[src/sv/assert_macros.svh]
// Assertion macros shared by the matcher RTL.
// No dependencies; include by bare file name.
`ifndef ASSERT_MACROS_SVH
`define ASSERT_MACROS_SVH

// Check a property on the rising edge of clock, skipped during reset.
`define TMM_ASSERT(name, prop, msg) \
   name: assert property (@(posedge clock) disable iff (reset) prop) else $error(msg);

// Check an implication on the rising edge of clock, skipped during reset.
`define TMM_ASSERT_IMPL(name, pre, post, msg) \
   name: assert property (@(posedge clock) disable iff (reset) (pre) |-> (post)) else $error(msg);

`endif

[src/sv/tmm_ram.sv]
// Generic single-write, single-read RAM with registered read data.
// No dependencies.
`default_nettype none
module tmm_ram #(
   parameter int WIDTH = 8,
   parameter int DEPTH = 64,
   parameter int AW    = (DEPTH > 1) ? $clog2(DEPTH) : 1
) (
   input  wire logic             clock,
   input  wire logic             wr_en,
   input  wire logic [AW-1:0]    wr_addr,
   input  wire logic [WIDTH-1:0] wr_data,
   input  wire logic [AW-1:0]    rd_addr,
   output logic      [WIDTH-1:0] rd_data
);
   logic [WIDTH-1:0] mem_ff [DEPTH];

   // Write port and registered read port.
   always_ff @(posedge clock) begin
      if (wr_en) begin
         mem_ff[wr_addr] <= wr_data;
      end
      rd_data <= mem_ff[rd_addr];
   end
endmodule
`default_nettype wire

[config.mk]
export PLATFORM = sky130hd
export DESIGN_NAME = tmm_ram
export DESIGN_NICKNAME = d
export VERILOG_FILES = /design/src/sv/assert_macros.svh /design/src/sv/tmm_ram.sv
export SDC_FILE = /design/constraint.sdc
export NUM_CORES = 1
export LEC_CHECK = 0
export CORE_ASPECT_RATIO = 1.2
export CORE_UTILIZATION = 25
export DETAILED_ROUTE_END_ITERATION = 8
export DONT_BUFFER_PORTS = 1
export SLEW_MARGIN = 25
export SYNTH_ARGS = -nofsm -noshare
export SYNTH_HDL_FRONTEND = slang
export SYNTH_SLANG_ARGS = --single-unit
[constraint.sdc]
create_clock -name clock -period 7.5 [get_ports clock]
set_clock_uncertainty 0.2 [all_clocks]
set_input_delay 1.875 -clock clock [delete_from_list [all_inputs] [get_ports clock]]
set_output_delay 1.875 -clock clock [all_outputs]
set_load 0.01 [all_outputs]
==> impl_summary.log <==
[metrics] result of the run: finished, violations left
[metrics] failing checks: design-rule violations
[metrics] Worst Path Class, Setup: in2reg
[metrics] Die ar.: between 80000 and 90000 sq um
[metrics] Clock transition at path regs: about 0.06 ns
[metrics] WL/cell: 22.59 um
[metrics] global route total overflow: 0
[metrics] drt initial violations: between 700 and 800
[metrics] LEAKAGE: slightly below 7 nW
[metrics] share of final-layout standard cells stronger than drive strength 1: 0.2175
[metrics] Max transition margin: 0.3454
[metrics] number of setup violations in the final report: 0
[metrics] Die Width: between 200 and 300 um
[metrics] number of register bits inferred by synthesis: 520
[metrics] Worst setup EP type: register
[metrics] number of warnings issued by yosys: 0
[metrics] root buffer cell: sky130_fd_sc_hd__clkbuf_16
[metrics] sum of internal, switching and leakage power: between 0.005 and 0.006 W
[metrics] critical-path cell list: nand2b_1 -> a211oi_1 -> nor4_1 -> nor3_1 -> o32ai_1
[metrics] num ports: 30
[metrics] Vert. Die Dim: 313.1 um
[metrics] setup repair after global routing missed its margin: false
[metrics] startpoint type of the worst setup path: input pin
[metrics] clock period minus worst slack: 3.547 ns
[metrics] Worst Max-Slew Pin Slew: 0.9782 ns
[metrics] wire length of the first global-routing pass: just under 70000 um
[metrics] port buffer count: 0
[metrics] number of enable-type register cells in the synthesized netlist: 512
[metrics] starting density of the core: 0.2538
[metrics] pin count of the biggest net entering global routing: ~140
[metrics] clock sinks: 520
[metrics] maximum clock frequency: about 0.28 GHz
[metrics] startpoint of the most critical register-to-register path: mem_ff[24][6]$_DFFE_PP_
[metrics] area added between synthesis and finish: 12.87%
[metrics] Post-CTS Hold Fix Bufs: 0
[metrics] total setup buffers inserted after CTS: 0
[metrics] end-of-flow core utilization: 0.2865
[metrics] average instance area after synthesis: between 20 and 25 sq um
[metrics] area of the core: a little under 80000 sq um
[metrics] total detailed-routing wirelength: approximately 46000 um
[metrics] last weighted congestion value of the routability-driven placer: ~0.76
[metrics] post-detailed-placement half-perimeter wirelength: ~27000 um
[metrics] final period utilization: 0.4729
[metrics] H-tree lvl count: 2
[metrics] predominant post-synthesis flop cell: sky130_fd_sc_hd__edfxtp_1
[metrics] first-pass iteration count of the detailed router: 9
[metrics] unique cell type count in the Yosys netlist: 40
[metrics] antenna fix cells: 0
[metrics] drt drc: 2
[metrics] crit-path max FO: between 40 and 50
[metrics] worst hold-check slack: 0.6550 ns
[metrics] GR Util All Layers: 0.1122
[metrics] Peak VDD IR: ~0.00018 V
[metrics] count of max-cap constraint violations: 0
[metrics] per-cell via count in the routed design: about 4.5
[metrics] Slowest-stage cell, CP: sky130_fd_sc_hd__nor4_1
[metrics] share of async-settable or async-resettable flops after synthesis: 0
[metrics] instance count of the mapped netlist: 940
[metrics] buffering stage count on the worst path with inverters included: 0
[metrics] setup TNS after final layout: 0 ns
[metrics] first element of the critical path: rd_addr[3]
[metrics] Largest stage delay, worst path: between 0.6 and 0.7 ns
[metrics] sequential share of the synthesized area: 0.7703
[metrics] CTS Buffer Depth: 3
[metrics] Net Count, Synth: ~960
[metrics] minimum setup slack after placement: between 3 and 4 ns
[metrics] final slew viol count: 0
[metrics] total CTS buffers: 51
[metrics] cell area after synthesis: a little over 20000 sq um
[metrics] clock latency on the worst-skew pair: between 0.5 and 0.6 ns
[metrics] min setup slack post-route: between 3 and 4 ns
[metrics] antenna violations before repair: 0
[metrics] class of the most critical hold timing path: reg2reg
[metrics] number of placement rows: roughly 110
[metrics] Antenna Violating Nets Remaining: 0
[metrics] number of instances resized during post-cts repair: 0
[metrics] Data arrival, critical path: 3.76 ns
[metrics] CTS tree: yes
[metrics] hold wc startpoint: mem_ff[35][2]$_DFFE_PP_
[metrics] detailed-route via count: 9134
[metrics] critical path data required time: a little under 8 ns
[metrics] power per unit of standard cell area: around 260 nW/um^2
[metrics] family with the most delay on the worst path: simple AND/OR/NAND/NOR gates
[metrics] net count reported at finish: approximately 970
[metrics] via count of the first global-routing pass: between 9000 and 10000
[metrics] Fin. Hold Viols: 0
-- placed cells by master, fill, tap and decap left out, drive strengths merged --
| master | count |
|---|---|
| edfxtp | 512 |
| mux4 | 126 |
| nor2 | 83 |
| clkbuf | 64 |
| clkinv | 25 |
| mux2i | 23 |
| nand2 | 19 |
| nor2b | 14 |
| mux2 | 13 |
| nand3 | 13 |
| o221ai | 8 |
| o22ai | 8 |
| dfxtp | 8 |
| nand2b | 7 |
| nor3 | 7 |
| a221oi | 6 |
| a211oi | 4 |
| o21ai | 4 |
| nand3b | 3 |
| a21oi | 3 |
| a22oi | 3 |
| o2111ai | 3 |
| o2bb2ai | 3 |
| bufinv | 3 |
| o221a | 2 |
| nor4 | 2 |
| o32ai | 2 |
| a2111oi | 2 |
| o21a | 2 |
| o41ai | 2 |
| nand4 | 2 |
| buf | 2 |
| and2 | 1 |
| nand4b | 1 |
| or3 | 1 |
| a31oi | 1 |
| o311ai | 1 |
| clkinvlp | 1 |
-- worst min-delay path: cells and delay by family, from the launching register on --
kind,cells,cell delay [ns]
flops,1,0.33
compound gates,3,0.43
mux,1,0.07
-- registers in the layout, indices dropped and copies added, names as in the netlist --
name,count
mem_ff,512
rd_data,8
-- cells in the mapped netlist, drive strengths merged (3+ instances only) --
library cell / instances / area share
nor2: 83 / 0.015
nor2b: 14 / 0.0043
mux2i: 23 / 0.011
o2111ai: 3 / 0.0013
clkbuf: 17 / 0.0032
o221ai: 8 / 0.0035
a211oi: 4 / 0.0015
nand3b: 3 / 0.0011
o21ai: 4 / 0.00099
edfxtp: 512 / 0.76
a22oi: 3 / 0.0011
a21oi: 3 / 0.00074
nand3: 13 / 0.0032
mux4: 126 / 0.14
o2bb2ai: 3 / 0.0013
mux2: 13 / 0.0073
o22ai: 8 / 0.0025
dfxtp: 8 / 0.0079
buf: 34 / 0.013
nor3: 7 / 0.0017
nand2b: 7 / 0.0022
nand2: 19 / 0.0035
a221oi: 6 / 0.0026
-- final timing paths --
path	cells after the start	end	slack, ns
min	4	rd_data[2]$_DFF_P_	0.66
min reg2reg	4	rd_data[2]$_DFF_P_	0.66
max	5	rd_data[4]$_DFF_P_	3.95
max reg2reg	5	rd_data[6]$_DFF_P_	5.15
-- per-stage QoR --
stage	area (sq um)	cells
after floorplan	20170	940
after global placement	21160	1926
after detailed placement	21160	1926
after CTS	22760	2019
after global routing	22760	2019
final	22760	2019
-- layer usage --
metal	GRT usage	wire length (um)	vias to the layer above
li1	-	-	3941
met2	0.1870	22740	289
met5	0	0	-
met1	0.1411	18130	4846
met3	0.03396	3748	58
met4	0.02894	995	0
-- report_power, final --
group,internal [W],switching [W]
logic,0.0000939,0.0000729
registers,0.00322,0.0000155
clock network,0.00141,0.00104
-- kinds of logic (layout without fill, tap and decap cells) --
kind of cell    after synthesis  in the layout  synth area share
flops                       520            520            0.7703
mux                         162            162            0.1594
compound gates               54             54           0.02072
simple gates                153            153           0.03387
buf+inv                      51             95           0.01570
-- layout make-up --
cell class | instances | area, sq um
well taps | 1035 | 1295
clock buffers | 64 | 1398
clock inverters | 29 | 205.2
fillers | 7753 | 56700
repair buffers | 2 | 15.01
flip-flops and latches | 520 | 15530
multi-input cells | 369 | 4315
Note: power is estimated with default switching activity, not from simulation.
